`config.mk`:
```
export PLATFORM = sky130hd
export DESIGN_NAME = gjs_ram
export DESIGN_NICKNAME = d
export VERILOG_FILES = /design/src/hw/rtl/gjs_ram.sv
export SDC_FILE = /design/constraint.sdc
export NUM_CORES = 2
export LEC_CHECK = 0
export BUFFER_PORTS_ARGS = -buffer_cell sky130_fd_sc_hd__buf_2
export CAP_MARGIN = 20
export CORE_ASPECT_RATIO = 1.1
export CORE_MARGIN = 2
export CORE_UTILIZATION = 60
export DETAILED_ROUTE_END_ITERATION = 16
export GPL_ROUTABILITY_DRIVEN = 0
export HOLD_SLACK_MARGIN = 0.08
export MAX_ROUTING_LAYER = met4
export PLACE_DENSITY = 0.83
export SETUP_SLACK_MARGIN = 0.2
export SYNTH_ARGS = -nofsm -noshare
export SYNTH_HDL_FRONTEND = slang
export SYNTH_SLANG_ARGS = --single-unit
export TNS_END_PERCENT = 20
```
`constraint.sdc`:
```
create_clock -name i_clk -period 9.8 [get_ports i_clk]
set_clock_uncertainty 0.05 [all_clocks]
set_input_delay 1.96 -clock i_clk [delete_from_list [all_inputs] [get_ports i_clk]]
set_output_delay 1.96 -clock i_clk [all_outputs]
set_load 0.01 [all_outputs]
```
`src/hw/rtl/gjs_ram.sv`:
```
// Generic single-write, single-read RAM with registered read data.
module gjs_ram #(
    parameter int WIDTH = 32,
    parameter int DEPTH = 72
) (
    input  logic                     i_clk,
    input  logic                     i_we,
    input  logic [$clog2(DEPTH)-1:0] i_waddr,
    input  logic [WIDTH-1:0]         i_wdata,
    input  logic [$clog2(DEPTH)-1:0] i_raddr,
    output logic [WIDTH-1:0]         o_rdata
);

    logic [WIDTH-1:0] r_mem [DEPTH];
    logic [WIDTH-1:0] r_rdata;

    always_ff @(posedge i_clk) begin
        if (i_we) begin
            r_mem[i_waddr] <= i_wdata;
        end
        r_rdata <= r_mem[i_raddr];
    end

    assign o_rdata = r_rdata;

endmodule

```
==> metrics list <==
- The run finished with clean final reports.
- After the flow finishes, the layout carries non-filler instances totaling 6172.
- Summing all flip-flop and latch instances after layout gives 0.0698 mm^2.
- Highest clock rate: 180 MHz
- Of all cell types, the one taking the most synthesized area is sky130_fd_sc_hd__edfxtp_1.
- In this run the remaining antenna-violating nets after routing total 0.
- Counting flops and latches in the post-synthesis netlist gives 2336.
- Source-to-sink clock delay at the later pin of the worst-skew pair: 0.85 ns
* Final hold vios: 0
- Antenna violations before repair: 13
* Core Region: 0.147 mm^2
* Horizontal die dimension: 371 um
- After technology mapping, the gate count stands at 3817.
- Counting tap cells, the placed design contains a total of 5763 instances.
* Die boundary height: 407 um
- VDD IR max: 0.000173 V
- Data on the critical path arrives at its endpoint at 6.27 ns.
- Clock-pin slew was measured on the worst setup and hold paths at 0.07 ns.
- After synthesis, the mean cell area works out to 23.2 um^2.
* Post-CTS setup buffers: 0
- The first global-routing pass estimated 351000 um of wire.
* Yosys warning count: 0
- Timing analysis after detailed placement gives a worst setup slack of 4.09 ns.
* Number of flops mapped to enable cells by yosys: 2304
* Critical Setup Path Class: primary input to register
* Biggest fanout along the worst timing path: 71
- Quantity of I/O buffers inserted on ports: 79
* Pin slew with the least headroom to its limit: 1.30 ns
* CTS H-tree depth: 4
* Max cap viols: 0
- Setup crit start kind: primary input
- The initial utilization of the core area, before any placement, comes to 60.2%.
- Routed via count divided by cell count: 7.62
- In this run the power density over the cells is 204 mW/mm^2.
* Ranking of synthesized cells by area: sky130_fd_sc_hd__edfxtp_1 78%, sky130_fd_sc_hd__mux4_2 14%, sky130_fd_sc_hd__mux2_2 1.4%, sky130_fd_sc_hd__mux2i_1 1.3%, sky130_fd_sc_hd__a22oi_1 0.78%
- The die covers 0.151 mm^2.
- The routed design has 257000 um of wire.
* RSZ-0062 raised after global routing: no
- Counting the fill cells in the layout gives 8204.
- In this run the core area contains 148 standard-cell rows.
- The number of hold buffers added after CTS was 0.
* Share of the synthesized area in the top cell type: 78.0%
- Global routing consumed, over all layers together, 34.5% of the routing resources.
* Worst relative slew slack: 13.1%
- Fin crit period: 5.57 ns
- Setup violations remaining at the end of the flow were counted as 0.
- Total number of vias: 47100
- After global routing the overflow that remains totals 0.
* Number of buffers on the longest clock path: 3
- Final worst hold slack: 0.779 ns
- Dividing the final minimum period by the clock period gives 56.8%.
- The final count of pins violating max slew was 0.
- Commonest register cell after synthesis: sky130_fd_sc_hd__edfxtp_1
- Growth of design area from synthesis to finish: 11.9%
* Post-synth design cell area: 0.0887 mm^2
- After the last flow step, the layout net total stands at 4088.
* Clk Tree Root Cell: sky130_fd_sc_hd__clkbuf_16
- Kind of end point of the critical path: register
- Clock tree from TritonCTS: built
* DRC violation count after routing: 0
* Violation count after the first detailed-routing iteration: 9364
* Number of gates resized after cts: 0
- The min-delay analysis places its worst path in the category register to register.
- Sequential area share after synthesis: 78.7%
* Worst setup slack after layout: 4.23 ns
- Total I/O pin count: 80
* Vias in the first global route: 46700
- First-pass iteration count of the detailed router: 6
- In the final layout, the multi-input gates occupy 0.0184 mm^2.
* Number of different library cells in the post-synthesis netlist: 42
- The number of clock buffers added by TritonCTS is 202.
* Post-Layout Inst Area: 0.0993 mm^2
- Number of sinks on the clock net: 2336
- Detailed placement HPWL: 119000 um
- Counting flops with an async set or reset pin after synthesis yields a share of 0%.
* Wire length per cell after detailed routing: 41.6 um
* Placed Instance Area: 0.0921 mm^2
- Leakage Power: 30.9 nW
- Post-synthesis net count: 3865
- Adding up every negative setup slack in the final design gives 0 ns.
- CP required: 10.50 ns
* Share of cells above drive strength 1: 30.0%
- Largest net degree at the start of global routing: 127
-- power by group --
part / total [W] / switching, W / internal [W]
sequential: 0.0111 / 0.0000406 / 0.0110
combinational: 0.000995 / 0.000636 / 0.000359
clock: 0.00821 / 0.00372 / 0.00449
total: 0.0203 / 0.00440 / 0.0159
-- routing by layer --
layer  track usage (%)  wire length (um)  vias to the layer above
li1                  -                 -                    16800
met1              42.8             78500                    23800
met2              52.8            125000                     5279
met3              8.66             35800                     1221
met4              18.7             18100                        0
met5                 -                 0                        -
-- worst max-delay path, cell delays in order --
cell and delay (ns):
sky130_fd_sc_hd__buf_8 0.48, sky130_fd_sc_hd__buf_4 0.75, sky130_fd_sc_hd__nand2b_1 0.94, sky130_fd_sc_hd__o22ai_1 0.23
sky130_fd_sc_hd__a2111oi_0 1.02, sky130_fd_sc_hd__nor4_1 0.34, sky130_fd_sc_hd__a211oi_1 0.26
-- area by class of cell --
type                       instances  share of cell area [%]
clock inverter                   108                    1.19
timing repair buffer             224                    1.98
sequential                      2336                    70.3
clock buffer                     266                    5.52
antenna                           12                  0.0302
tap                             1950                    2.46
inverter                           1                 0.00378
multi-input combinational       1275                    18.5
-- synth_stat cells, types with 32 or more instances --
cell and n:
sky130_fd_sc_hd__a211oi_1 35, sky130_fd_sc_hd__a22oi_1 92, sky130_fd_sc_hd__buf_2 63, sky130_fd_sc_hd__buf_4 43, sky130_fd_sc_hd__clkbuf_1 77, sky130_fd_sc_hd__dfxtp_1 32, sky130_fd_sc_hd__edfxtp_1 2304, sky130_fd_sc_hd__mux2_2 109
sky130_fd_sc_hd__mux2i_1 119, sky130_fd_sc_hd__mux4_2 555, sky130_fd_sc_hd__nand2_1 46, sky130_fd_sc_hd__nand3_1 32, sky130_fd_sc_hd__nor2_1 84, sky130_fd_sc_hd__o22ai_1 57
-- flip-flops by register name, summed over array words and instances (netlist names) --
name,cells
o_rdata,32
r_mem,2304
-- worst paths after layout --
kind	startpoint	to	slack [ns]	depth (start not counted)
setup / recovery	i_raddr[1]	o_rdata[23]	4.23	7
setup reg to reg	r_mem[7][17]	o_rdata[17]	7.26	5
hold / removal	r_mem[70][15]	o_rdata[15]	0.78	3
hold reg to reg	r_mem[70][15]	o_rdata[15]	0.78	3
-- through the flow --
step	util, %	total power [W]
finish	67.4	0.0203
global route	67.3	0.0206
CTS	67.0	0.0202
detailed placement	62.5	0.0122
global placement	62.5	0.0122
floorplan	-	0.0118
-- cells by family (layout without fill, tap and decap cells) --
kind of cell | count (synthesis) | in the layout | share of synthesized area (%)
flip-flops | 2336 | 2336 | 78.7
AO/OA/AOI/OAI | 257 | 257 | 2.04
buffers and inverters | 206 | 599 | 1.23
multiplexers | 783 | 783 | 16.8
AND/OR/NAND/NOR | 235 | 235 | 1.22
other | 0 | 12 | 0
-- cells in the final DEF (no fill, tap or decap), types with 16 or more instances in the layout --
cell,instances
sky130_fd_sc_hd__a211oi_1,35
sky130_fd_sc_hd__a21oi_1,19
sky130_fd_sc_hd__a22oi_1,92
sky130_fd_sc_hd__buf_12,32
sky130_fd_sc_hd__buf_2,73
sky130_fd_sc_hd__buf_4,111
sky130_fd_sc_hd__bufinv_16,20
sky130_fd_sc_hd__clkbuf_1,47
sky130_fd_sc_hd__clkbuf_16,203
sky130_fd_sc_hd__clkbuf_8,16
sky130_fd_sc_hd__clkinv_1,27
sky130_fd_sc_hd__clkinv_2,37
sky130_fd_sc_hd__dfxtp_1,32
sky130_fd_sc_hd__edfxtp_1,2304
sky130_fd_sc_hd__mux2_2,109
sky130_fd_sc_hd__mux2i_1,119
sky130_fd_sc_hd__mux4_2,555
sky130_fd_sc_hd__nand2_1,46
sky130_fd_sc_hd__nand3_1,32
sky130_fd_sc_hd__nor2_4,70
sky130_fd_sc_hd__nor2b_1,21
sky130_fd_sc_hd__nor3_1,16
sky130_fd_sc_hd__o22ai_1,57
(Power assumes the default switching activity.)
