[src/hw/rtl/gjs_pkg.sv]
// Shared constants, codes and saturation helper for the Gauss-Jordan solver.
package gjs_pkg;

    localparam int DATA_W = 32;
    localparam int CFG_W  = 4;

    localparam logic [1:0] OP_WRITE = 2'd0;
    localparam logic [1:0] OP_READ  = 2'd1;
    localparam logic [1:0] OP_SOLVE = 2'd2;

    localparam logic [1:0] KIND_WRITE = 2'd0;
    localparam logic [1:0] KIND_READ  = 2'd1;
    localparam logic [1:0] KIND_SOLVE = 2'd2;

    localparam logic CFG_ROW_COUNT = 1'b0;
    localparam logic CFG_COL_COUNT = 1'b1;

    // Give magnitude m its sign and clamp to 32-bit signed range.
    function automatic logic [DATA_W-1:0] f_signed_sat(input logic [63:0] m, input logic neg);
        logic [DATA_W-1:0] res;
        if (neg) begin
            if (m >= (64'd1 << 31)) begin
                res = 32'h8000_0000;
            end else begin
                res = 32'd0 - m[DATA_W-1:0];
            end
        end else begin
            if (m > 64'h0000_0000_7FFF_FFFF) begin
                res = 32'h7FFF_FFFF;
            end else begin
                res = m[DATA_W-1:0];
            end
        end
        return res;
    endfunction

endpackage

[src/hw/rtl/gjs_div.sv]
// Bit-serial divider forming the saturated fixed-point quotient -x/p.
module gjs_div import gjs_pkg::*; #(
    parameter int FRAC_BITS = 16
) (
    input  logic              i_clk,
    input  logic              i_rst_n,
    input  logic              i_start,
    input  logic [DATA_W-1:0] i_x,
    input  logic [DATA_W-1:0] i_p,
    output logic              o_done,
    output logic [DATA_W-1:0] o_q
);

    localparam int NW  = DATA_W + 1 + FRAC_BITS;
    localparam int CNW = $clog2(NW + 1);

    logic [NW-1:0]     r_num;
    logic [DATA_W-1:0] r_den;
    logic [DATA_W-1:0] r_rem;
    logic [CNW-1:0]    r_cnt;
    logic              r_run;
    logic              r_done;
    logic              r_neg;

    logic [DATA_W-1:0] mag_x;
    logic [DATA_W-1:0] mag_p;
    logic [NW-1:0]     num;
    logic [DATA_W:0]   rem_sh;
    logic              q_bit;

    always_comb begin
        mag_x  = i_x[DATA_W-1] ? (32'd0 - i_x) : i_x;
        mag_p  = i_p[DATA_W-1] ? (32'd0 - i_p) : i_p;
        num    = (NW'(mag_x) << FRAC_BITS) + NW'(mag_p >> 1);
        rem_sh = {r_rem, r_num[NW-1]};
        q_bit  = (rem_sh >= {1'b0, r_den});
    end

    always_ff @(posedge i_clk) begin
        if (!i_rst_n) begin
            r_run  <= 1'b0;
            r_done <= 1'b0;
            r_cnt  <= '0;
        end else begin
            r_done <= 1'b0;
            if (i_start) begin
                r_num <= num;
                r_den <= mag_p;
                r_rem <= '0;
                r_neg <= (i_x[DATA_W-1] == i_p[DATA_W-1]);
                r_cnt <= CNW'(NW);
                r_run <= 1'b1;
            end else if (r_run) begin
                // shift one quotient bit into the numerator register
                r_rem <= q_bit ? DATA_W'(rem_sh - {1'b0, r_den}) : rem_sh[DATA_W-1:0];
                r_num <= {r_num[NW-2:0], q_bit};
                r_cnt <= r_cnt - 1'b1;
                if (r_cnt == CNW'(1)) begin
                    r_run  <= 1'b0;
                    r_done <= 1'b1;
                end
            end
        end
    end

    assign o_done = r_done;
    assign o_q    = f_signed_sat(64'(r_num), r_neg);

endmodule

[config.mk]
export PLATFORM = sky130hd
export DESIGN_NAME = gjs_div
export DESIGN_NICKNAME = d
export VERILOG_FILES = /design/src/hw/rtl/gjs_pkg.sv /design/src/hw/rtl/gjs_div.sv
export SDC_FILE = /design/constraint.sdc
export NUM_CORES = 1
export LEC_CHECK = 0
export BUFFER_PORTS_ARGS = -buffer_cell sky130_fd_sc_hd__buf_2
export CAP_MARGIN = 10
export CORE_MARGIN = 10
export CORE_UTILIZATION = 40
export DETAILED_ROUTE_END_ITERATION = 7
export GPL_ROUTABILITY_DRIVEN = 0
export PLACE_DENSITY_LB_ADDON = 0.2
export SYNTH_ARGS = -nofsm -noshare
export SYNTH_HDL_FRONTEND = slang
export SYNTH_SLANG_ARGS = --single-unit
[constraint.sdc]
create_clock -name i_clk -period 13.1 [get_ports i_clk]
set_input_delay 0.655 -clock i_clk [delete_from_list [all_inputs] [get_ports i_clk]]
set_output_delay 0.655 -clock i_clk [all_outputs]
set_load 0.02 [all_outputs]
==> results of run 1 <==
## metal layers
| metal | track usage | part of all wire | wire [um] | vias to the layer above |
|---|---|---|---|---|
| met4 | 0.0441 | 0.014 | 373 | 0 |
| li1 | - | - | - | 4304 |
| met3 | 0.0286 | 0.032 | 885 | 27 |
| met2 | 0.304 | 0.52 | 14300 | 153 |
| met5 | 0 | 0 | 0 | - |
| met1 | 0.215 | 0.44 | 12000 | 4104 |
## layout make-up
| type | count | area (um2) |
|---|---|---|
| timing repair buffer | 105 | 541 |
| clock buffer | 17 | 425 |
| tap | 330 | 413 |
| clock inverter | 15 | 186 |
| inverter | 66 | 248 |
| fill | 2452 | 13500 |
| multi-input combinational | 888 | 6090 |
| sequential | 122 | 3580 |
## worst min-delay path by stage
stage / to / cells past startpoint
after floorplan: r_cnt[1] / 2
after global placement: r_cnt[1] / 2
after detailed placement: r_cnt[1] / 2
after CTS: r_den[0] / 1
after global routing: r_den[0] / 1
final: r_den[0] / 1
## cell families after synthesis
group / synth area share
AO/OA/AOI/OAI: 0.186
XOR/XNOR: 0.105
adder cells (fa/ha/maj): 0.0698
buffers and inverters: 0.0411
flip-flops: 0.356
multiplexers: 0.0516
AND/OR/NAND/NOR: 0.190
## power groups by stage
| stage | combinational, mW | clock [mW] | sequential (mW) |
|---|---|---|---|
| after global routing | 0.492 | 0.514 | 0.516 |
| final | 0.438 | 0.489 | 0.512 |
| after floorplan | 0.330 | 0 | 0.506 |
| after CTS | 0.442 | 0.497 | 0.511 |
| after detailed placement | 0.438 | 0 | 0.519 |
| after global placement | 0.435 | 0 | 0.519 |
## registers in the layout, indices dropped and copies added (netlist names)
register and flops:
r_num 49, r_den 32, r_rem 32, r_cnt 6
o_done 1, r_neg 1, r_run 1
## cells in the final DEF, fill, tap and decap left out, types with 10 or more instances in the layout
master     count
buf_2         99
nor2_1       110
a21o_1        25
xnor2_1       81
nand3_1       21
o41ai_1       13
nor2b_1       17
and3_1        10
a211oi_1      11
or4_1         15
o31ai_1       23
o311ai_0      11
nor3_1        29
nand2_1       77
nand4_1       13
mux2i_1       26
nor4_1        20
o21ai_0       79
xor2_1        37
or3_1         21
nand2b_1      18
a21oi_1       62
clkbuf_16     17
edfxtp_1     114
inv_1         65
ha_1          53
mux2_2        23
## worst max-delay path: cells and delay by family
kind,cells,cell delay [ns]
buf+inv,2,0.17
simple gates,7,2.50
fa+ha+maj,2,0.58
compound gates,5,1.06
xor+xnor,2,0.31
mux,1,0.28
## stage by stage
| step | hold WS, ns | power [mW] | worst slack [ns] | util |
|---|---|---|---|---|
| final | 0.459 | 1.44 | 7.71 | 0.460 |
| after global placement | 0.482 | 0.954 | 7.34 | 0.436 |
| after global routing | 0.447 | 1.52 | 7.39 | 0.460 |
| after CTS | 0.447 | 1.45 | 7.71 | 0.460 |
| after floorplan | 0.469 | 0.837 | 7.92 | - |
| after detailed placement | 0.487 | 0.957 | 7.29 | 0.436 |
==> impl_metrics.env, run 1 <==
export IMPL_status="completed"
export IMPL_place_area_um2=10900
export IMPL_hold_buffers=0
export IMPL_worstPathRequired_ns=13.27
export IMPL_cts_setup_buffers=0
export IMPL_path_cells="buf_2 -> or4_1 -> or3_1 -> or4_1 -> nand2_1 -> xnor2_1 -> ha_1 -> inv_1 -> fa_1 -> nor2b_1 -> o31a_1 -> o311a_1 -> o311a_1 -> a21oi_1 -> o21ai_0 -> nor2b_1 -> nand3_1 -> xor2_1 -> mux2_2"
export IMPL_fmax_mhz=186
export IMPL_hold_viol=0
export IMPL_antenna_found_initial=0
export IMPL_clkLatencyLatePin_ns=0.42
export IMPL_drtIter0Drc=528
export IMPL_seq_area_frac_synth=0.356
export IMPL_syn_area_um2=10100
export IMPL_ys_warn_count=0
export IMPL_yosys_area_top_type="edfxtp_1"
export IMPL_final_area_um2=11500
export IMPL_dpl_cell_count=1511
export IMPL_die_h_um=179
export IMPL_period_share=0.411
export IMPL_clk_pin_slew_ns=0.06
export IMPL_dieArea_um2=31900
export IMPL_synth_common_cells="edfxtp_1 (114), nor2_1 (110), xnor2_1 (81), o21ai_0 (79), nand2_1 (77)"
export IMPL_clock_sinks=122
export IMPL_core_area_um2=25000
export IMPL_areaGrowthSynthToFinish_pct=14.1
export IMPL_firstDrtPassIters=5
export IMPL_syn_inst=1120
export IMPL_nNetsFinal=1322
export IMPL_synth_distinct_cells=63
export IMPL_rr_endpoint="r_rem[17]"
export IMPL_synth_area_per_cell_um2=8.99
export IMPL_synth_seq_cells=122
export IMPL_pin_count=100
export IMPL_dr_total_vias=8588
export IMPL_grt_max_degree=80
export IMPL_slew_headroom=0.288
export IMPL_worstPathMaxFanout=6
export IMPL_power_leakage_nw=4.56
export IMPL_finalSetupViolCount=0
export IMPL_postCtsResizedCells=0
export IMPL_start_util=0.403
export IMPL_synth_most_common_cell="edfxtp_1"
export IMPL_ys_async_sr_fraction=0
export IMPL_startpoint="i_p[9]"
export IMPL_via_per_inst=5.57
export IMPL_cp_end_kind="flip-flop"
export IMPL_min_path_type="in -> reg"
export IMPL_synth_edf_count=114
export IMPL_arrival_ns=5.56
export IMPL_cts_root_buffer="clkbuf_16"
export IMPL_max_cap_violations=0
export IMPL_wl_mm=27.5
export IMPL_r2r_setup_slack_ns=9.11
export IMPL_clockBufferDepth=2
export IMPL_antenna_left=0
export IMPL_wl_per_cell_um=17.8
export IMPL_p_clk_frac=0.340
export IMPL_grt_pass1_vias=8251
export IMPL_hp_start="i_p[0]"
export IMPL_slowest_delay_ns=0.66
export IMPL_dp_hpwl_mm=20.8
export IMPL_tns_ns=0
export IMPL_port_buffers=99
export IMPL_cellPowerDensity_nw_per_um2=125
export IMPL_numCtsBuffers=17
export IMPL_pwr_share_comb=0.305
export IMPL_finalMaxSlewViolations=0
export IMPL_grt_overflow_total=0
export IMPL_cts_tree="done"
export IMPL_r2r_cells=13
export IMPL_instances_no_fill=1543
export IMPL_grt_pass1_wl_mm=44.4
export IMPL_std_cell_rows=58
export IMPL_grtUsageTotal=0.173
export IMPL_rsz0062_at_grt="false"
export IMPL_skew_ns=0.0166
export IMPL_synth_fp_nets=1242
export IMPL_post_route_min_period_ns=5.39
export IMPL_synth_top_cell_area_share=0.340
export IMPL_worstSetupPathType="in -> reg"
export IMPL_worst_pin_slew_ns=1.06
export IMPL_intPower_uw=967
export IMPL_antenna_cells=0
export IMPL_drive_above_1_share=0.143
export IMPL_switching_share=0.328
export IMPL_timing_rr_start="r_num[48]"
export IMPL_synthFlopType="edfxtp_1"
export IMPL_crit_path_start_kind="primary input"
export IMPL_htreeDepth=4
export IMPL_slowest_stage="or4_1"
export IMPL_synthTopCellsByArea="edfxtp_1 (34%), xnor2_1 (7.0%), ha_1 (6.6%)"
export IMPL_die_w_um=179
export IMPL_drc=0
export IMPL_max_vdd_ir_drop_uv=67.3
export IMPL_switching_power_uw=473
export IMPL_pwr_share_seq=0.356
export IMPL_crit_end="r_num[42]"
Note: power is estimated with default switching activity, not from simulation.
==> run 2: changes to the inputs <==
Settings changed: ABC_AREA set to 1.
Clock period 13.1 ns to 5 ns, I/O delays scaled along.
==> run 2 against run 1 <==
Register-to-register slack got worse by 7.5 ns. Routed wire length up 17%. Final cell count up 26%. Non-clock buffer count down 2. Synthesized area increased by 9.0%. Critical path depth grew 10. Largest cell class unchanged. Worst hold slack worse by 0.37 ns. Design area increased by 6.9%. Clock skew fell by 0.0039 ns. Total power grew to 2.7 times the previous value.
==> impl_metrics.env, run 2 <==
export IMPL_layout_common_cells="nand2_1 (330), inv_1 (188), nor2_1 (153)"
export IMPL_antenna_left=0
export IMPL_slowest_stage="fa_1"
export IMPL_start_util=0.407
export IMPL_post_route_min_period_ns=3.65
export IMPL_cts_setup_buffers=0
export IMPL_die_w_um=186
export IMPL_cellPowerDensity_nw_per_um2=312
export IMPL_synth_simple_area_share=0.293
export IMPL_dr_total_vias=10400
export IMPL_drive_above_1_share=0.135
export IMPL_firstDrtPassIters=5
export IMPL_pwr_share_comb=0.320
export IMPL_dp_hpwl_mm=25.2
export IMPL_synth_area_per_cell_um2=7.28
export IMPL_synth_seq_cells=122
export IMPL_worstPathMaxFanout=6
export IMPL_via_per_inst=5.37
export IMPL_max_cap_violations=0
export IMPL_finalMaxSlewViolations=0
export IMPL_seq_area_frac_synth=0.326
export IMPL_nNetsFinal=1710
export IMPL_synth_edf_count=114
export IMPL_hold_slack_ns=0.0865
export IMPL_postCtsResizedCells=0
export IMPL_slew_headroom=0.244
export IMPL_worstPathRequired_ns=5.18
export IMPL_status="completed"
export IMPL_core_area_um2=27000
export IMPL_drc=0
export IMPL_yosys_mux_area_fraction=0
export IMPL_finalSetupViolCount=0
export IMPL_synth_fp_nets=1629
export IMPL_die_h_um=186
export IMPL_p_clk_frac=0.322
export IMPL_cp_end_kind="flip-flop"
export IMPL_grtUsageTotal=0.185
export IMPL_wl_mm=32.1
export IMPL_worst_pin_slew_ns=1.13
export IMPL_ys_async_sr_fraction=0
export IMPL_period_share=0.730
export IMPL_port_buffers=99
export IMPL_switching_share=0.362
export IMPL_largest_reg_flops=49
export IMPL_synth_compound_area_frac=0.136
export IMPL_syn_inst=1507
export IMPL_switching_power_mw=1.39
export IMPL_hold_buffers=0
export IMPL_synthTopCellsByArea="edfxtp_1 (31%), nand2_1 (11%), inv_1 (6.5%)"
export IMPL_cts_tree="done"
export IMPL_hold_viol=0
export IMPL_clockBufferDepth=2
export IMPL_synth_most_common_cell="nand2_1"
export IMPL_worstSetupPathType="in -> reg"
export IMPL_max_flop_register="r_num"
export IMPL_slowest_delay_ns=0.35
export IMPL_grt_pass1_vias=9711
export IMPL_synthAdderAreaFrac=0.0641
export IMPL_antenna_found_initial=1
export IMPL_wl_per_cell_um=16.6
export IMPL_tns_ns=0
export IMPL_numCtsBuffers=17
export IMPL_pin_count=100
export IMPL_std_cell_rows=60
export IMPL_synth_top_family_by_area="simple AND/OR/NAND/NOR gates"
export IMPL_crit_path_start_kind="primary input"
export IMPL_power_mw=3.84
export IMPL_antenna_cells=0
export IMPL_synth_xor_area_frac=0.0911
export IMPL_synth_distinct_cells=58
export IMPL_max_vdd_ir_drop_uv=234
export IMPL_post_place_ws_ns=0.938
export IMPL_arrival_ns=3.83
export IMPL_grt_max_degree=66
export IMPL_clk_pin_slew_ns=0.06
export IMPL_rsz0062_at_grt="false"
export IMPL_areaGrowthSynthToFinish_pct=12.0
export IMPL_min_path_type="in -> reg"
export IMPL_synthFlopType="edfxtp_1"
export IMPL_grt_pass1_wl_mm=50.7
export IMPL_drtIter0Drc=781
export IMPL_clkLatencyLatePin_ns=0.42
export IMPL_syn_area_um2=11000
export IMPL_htreeDepth=4
export IMPL_layout_setup_ws_ns=1.35
export IMPL_synth_top_cell_area_share=0.312
export IMPL_layout_commonest_cell="nand2_1"
export IMPL_skew_ns=0.0127
export IMPL_power_leakage_nw=5.44
export IMPL_dieArea_um2=34500
export IMPL_synth_common_cells="nand2_1 (332), inv_1 (189), nor2_1 (153), edfxtp_1 (114), o21ai_0 (108)"
export IMPL_grt_overflow_total=0
export IMPL_top_regs="r_num: 49 flops, r_den: 32 flops, r_rem: 32 flops"
export IMPL_yosys_area_top_type="edfxtp_1"
export IMPL_intPower_mw=2.45
export IMPL_fmax_mhz=274
export IMPL_clock_sinks=122
export IMPL_ys_warn_count=0
export IMPL_pwr_share_seq=0.358
export IMPL_cts_root_buffer="clkbuf_16"
## run 2: final timing paths
kind	slack [ns]	depth (start not counted)	startpoint	to
hold / removal	0.09	1	i_p[0]	r_den[0]
hold reg to reg	0.49	2	r_cnt[4]	r_cnt[4]
setup / recovery	1.35	29	i_p[0]	r_num[42]
setup reg to reg	1.59	13	r_rem[17]	r_rem[3]
## run 2: final cells by class
type                    instances  area, um2
clock inverters                12        111
inverters                     197        744
clock buffers                  20        479
multi-input cells            1147       6420
flip-flops and latches        122       3580
well taps                     341        427
repair buffers                103        526
fillers                      2724      14700
## run 2: kinds of logic (layout without fill, tap and decap cells)
kind of cell | Yosys count | after routing
simple gates | 707 | 707
compound gates | 273 | 273
buf+inv | 238 | 332
flops | 122 | 122
xor+xnor | 112 | 112
fa+ha+maj | 55 | 55
## run 2: power by group through the flow
| stage | clock network, mW | logic, mW | registers (mW) |
|---|---|---|---|
| 3_3_place_gp | 0 | 1.20 | 1.39 |
| 3_5_place_dp | 0 | 1.22 | 1.39 |
| 4_1_cts | 1.25 | 1.22 | 1.37 |
| 5_1_grt | 1.30 | 1.39 | 1.39 |
| 2_1_floorplan | 0 | 0.932 | 1.35 |
| 6_report | 1.24 | 1.23 | 1.37 |
## run 2: metrics by stage
step,instances,cell area [um2],utilization
after floorplan,1507,11000,-
after global placement,1910,11700,0.434
after detailed placement,1910,11700,0.434
after CTS,1942,12300,0.456
after global routing,1942,12300,0.456
final,1942,12300,0.456
## run 2: worst max-delay path, delay by kind of cell
| family | cells | cell delay, ns |
|---|---|---|
| xor gates and xnor gates | 1 | 0.14 |
| and+or+nand+nor | 18 | 2.04 |
| AOI/OAI and AO/OA | 1 | 0.28 |
| buffers and inverters | 7 | 0.58 |
| adders and majority gates | 2 | 0.55 |
## run 2: layer usage
metal / share of wire / track usage
met5: 0.00056 / 0
met4: 0.012 / 0.0422
met3: 0.065 / 0.0328
met2: 0.44 / 0.285
met1: 0.49 / 0.262
==> run 3: changes to the inputs <==
Clock period 5 ns to 3.1 ns, I/O delays scaled along.
==> run 3 against run 2 <==
The run now ends with negative setup slack left. Setup slack got worse by 1.4 ns. Clock skew increased by 0.0083 ns. Worst hold slack got worse by 0.069 ns. Largest power group is now combinational logic. Highest routed layer is now met4.
==> impl_metrics.env, run 3 (synthesis gave the netlist of run 2 again) <==
export IMPL_status="finished, violations left"
export IMPL_failed_checks="negative setup slack"
export IMPL_die_h_um=186
export IMPL_via_per_inst=5.25
export IMPL_wl_mm=33.6
export IMPL_dieArea_um2=34500
export IMPL_max_vdd_ir_drop_uv=298
export IMPL_arrival_ns=3.37
export IMPL_worstPathMaxFanout=4
export IMPL_grt_pass1_wl_mm=52.8
export IMPL_drtIter0Drc=782
export IMPL_grt_max_degree=53
export IMPL_slew_headroom=0.543
export IMPL_wl_per_cell_um=16.3
export IMPL_largest_reg_flops=49
export IMPL_rsz0062_at_grt="true"
export IMPL_layout_commonest_cell="nand2_1"
export IMPL_dp_hpwl_mm=26.1
export IMPL_cts_tree="done"
export IMPL_rr_endpoint="r_rem[28]"
export IMPL_antenna_left=0
export IMPL_path_cells="buf_8 -> nor3_4 -> nand4_1 -> nand3b_1 -> nor3_4 -> nand3_2 -> inv_2 -> nand2_4 -> buf_6 -> a21oi_4 -> xnor2_2 -> ha_1 -> buf_6 -> nand2_4 -> nor4_4 -> nand2_1 -> nand2_2 -> nand2_4 -> nor2_4 -> nand4_4 -> nor2_2 -> nand2_1 -> nand3_1 -> nand2_1"
export IMPL_worst_pin_slew_ns=0.678
export IMPL_htreeDepth=4
export IMPL_die_w_um=186
export IMPL_clockBufferDepth=2
export IMPL_port_buffers=99
export IMPL_timing_rr_start="r_num[48]"
export IMPL_antenna_found_initial=1
export IMPL_pin_count=100
export IMPL_core_area_um2=27000
export IMPL_numCtsBuffers=17
export IMPL_grt_overflow_total=0
export IMPL_power_leakage_nw=6.17
export IMPL_finalSetupViolCount=11
export IMPL_skew_ns=0.0210
export IMPL_period_share=1.03
export IMPL_top_regs="r_num: 49 flops, r_den: 32 flops, r_rem: 32 flops"
export IMPL_hp_start="i_p[0]"
export IMPL_cts_root_buffer="clkbuf_16"
export IMPL_tns_ns=-0.481
export IMPL_startpoint="i_p[1]"
export IMPL_worstPathRequired_ns=3.28
export IMPL_cellPowerDensity_nw_per_um2=482
export IMPL_post_route_min_period_ns=3.20
export IMPL_firstDrtPassIters=6
export IMPL_std_cell_rows=60
export IMPL_fmax_mhz=313
export IMPL_hold_slack_ns=0.0172
export IMPL_fillers=2628
export IMPL_layout_common_cells="nand2_1 (313), inv_1 (183), nor2_1 (146)"
export IMPL_clk_pin_slew_ns=0.07
export IMPL_dr_total_vias=10800
export IMPL_crit_path_start_kind="primary input"
export IMPL_slowest_stage="ha_1"
export IMPL_finalMaxSlewViolations=0
export IMPL_slowest_delay_ns=0.34
export IMPL_max_flop_register="r_num"
export IMPL_hold_viol=0
export IMPL_nNetsFinal=1828
export IMPL_holdPathEnd="r_den[0]"
export IMPL_min_path_type="in -> reg"
export IMPL_r2r_setup_slack_ns=0.20
export IMPL_hold_depth=2
export IMPL_max_cap_violations=0
export IMPL_drive_above_1_share=0.236
export IMPL_r2r_cells=15
export IMPL_clock_sinks=122
export IMPL_drc=0
export IMPL_worstSetupPathType="in -> reg"
export IMPL_start_util=0.407
export IMPL_grt_pass1_vias=10200
export IMPL_clkLatencyLatePin_ns=0.43
export IMPL_cp_end_kind="flip-flop"
export IMPL_layout_setup_ws_ns=-0.0977
export IMPL_grtUsageTotal=0.192
export IMPL_areaGrowthSynthToFinish_pct=24.6
-- run 3: cell types whose count changed in the layout (fill, tap and decap cells not counted), sizes merged --
cell | before | now
clkinv | 6 | 5
dlygate4sd3 | 0 | 1
clkinvlp | 3 | 0
buf | 103 | 220
diode | 0 | 1
clkbuf | 20 | 22
bufinv | 1 | 0
inv | 199 | 202
-- run 3: critical path, delay by kind of cell --
kind	cells	cell delay, ns
AO/OA/AOI/OAI	1	0.18
XOR/XNOR	1	0.10
adder cells (fa/ha/maj)	1	0.34
buffers and inverters	4	0.47
AND/OR/NAND/NOR	17	2.15
-- run 3: layout make-up --
| class | instances | area (um2) | share of cell area |
|---|---|---|---|
| Multi-Input combinational cell | 1147 | 6850 | 0.501 |
| Sequential cell | 122 | 3580 | 0.262 |
| Timing Repair Buffer | 221 | 1490 | 0.109 |
| Inverter | 197 | 744 | 0.0544 |
| Clock buffer | 22 | 507 | 0.0371 |
| Tap cell | 341 | 427 | 0.0312 |
| Clock inverter | 10 | 76.3 | 0.00558 |
| Antenna cell | 1 | 2.50 | 0.000183 |
-- run 3: worst max-delay path by stage --
stage                      to  depth (start not counted)
finish              r_num[45]                         24
CTS                 r_num[42]                         29
global route        r_num[45]                         24
detailed placement  r_num[33]                         20
floorplan           r_num[42]                         28
global placement    r_num[33]                         20
-- run 3: routing by layer --
metal | wire length, um | share of wire | GRT usage
met5 | 0 | 0 | 0
met4 | 677 | 0.020 | 0.0529
met3 | 2240 | 0.067 | 0.0339
met2 | 14500 | 0.43 | 0.296
met1 | 16100 | 0.48 | 0.269
-- run 3: power breakdown --
| part | switching (mW) | internal, mW |
|---|---|---|
| logic | 1.43 | 0.958 |
| registers | 0.152 | 2.06 |
| clock network | 0.812 | 1.17 |
-- run 3: through the flow --
stage	std cells	instance area [um2]	power (mW)	utilization	worst slack (ns)
CTS	2043	13200	6.45	0.488	0.00242
global placement	2004	12500	4.41	0.463	-0.664
floorplan	1507	11000	3.70	-	-0.157
detailed placement	2004	12500	4.43	0.463	-0.696
global route	2060	13700	6.98	0.507	-0.331
finish	2061	13700	6.59	0.507	-0.0977
-- run 3: what timing repair did --
item	in CTS	in global routing
setup buffers	6	17
pin swaps	6	43
hold buffers	1	0
endpoints found under the setup margin	25	55
endpoints found under the hold margin	1	0
resized for setup	11	97
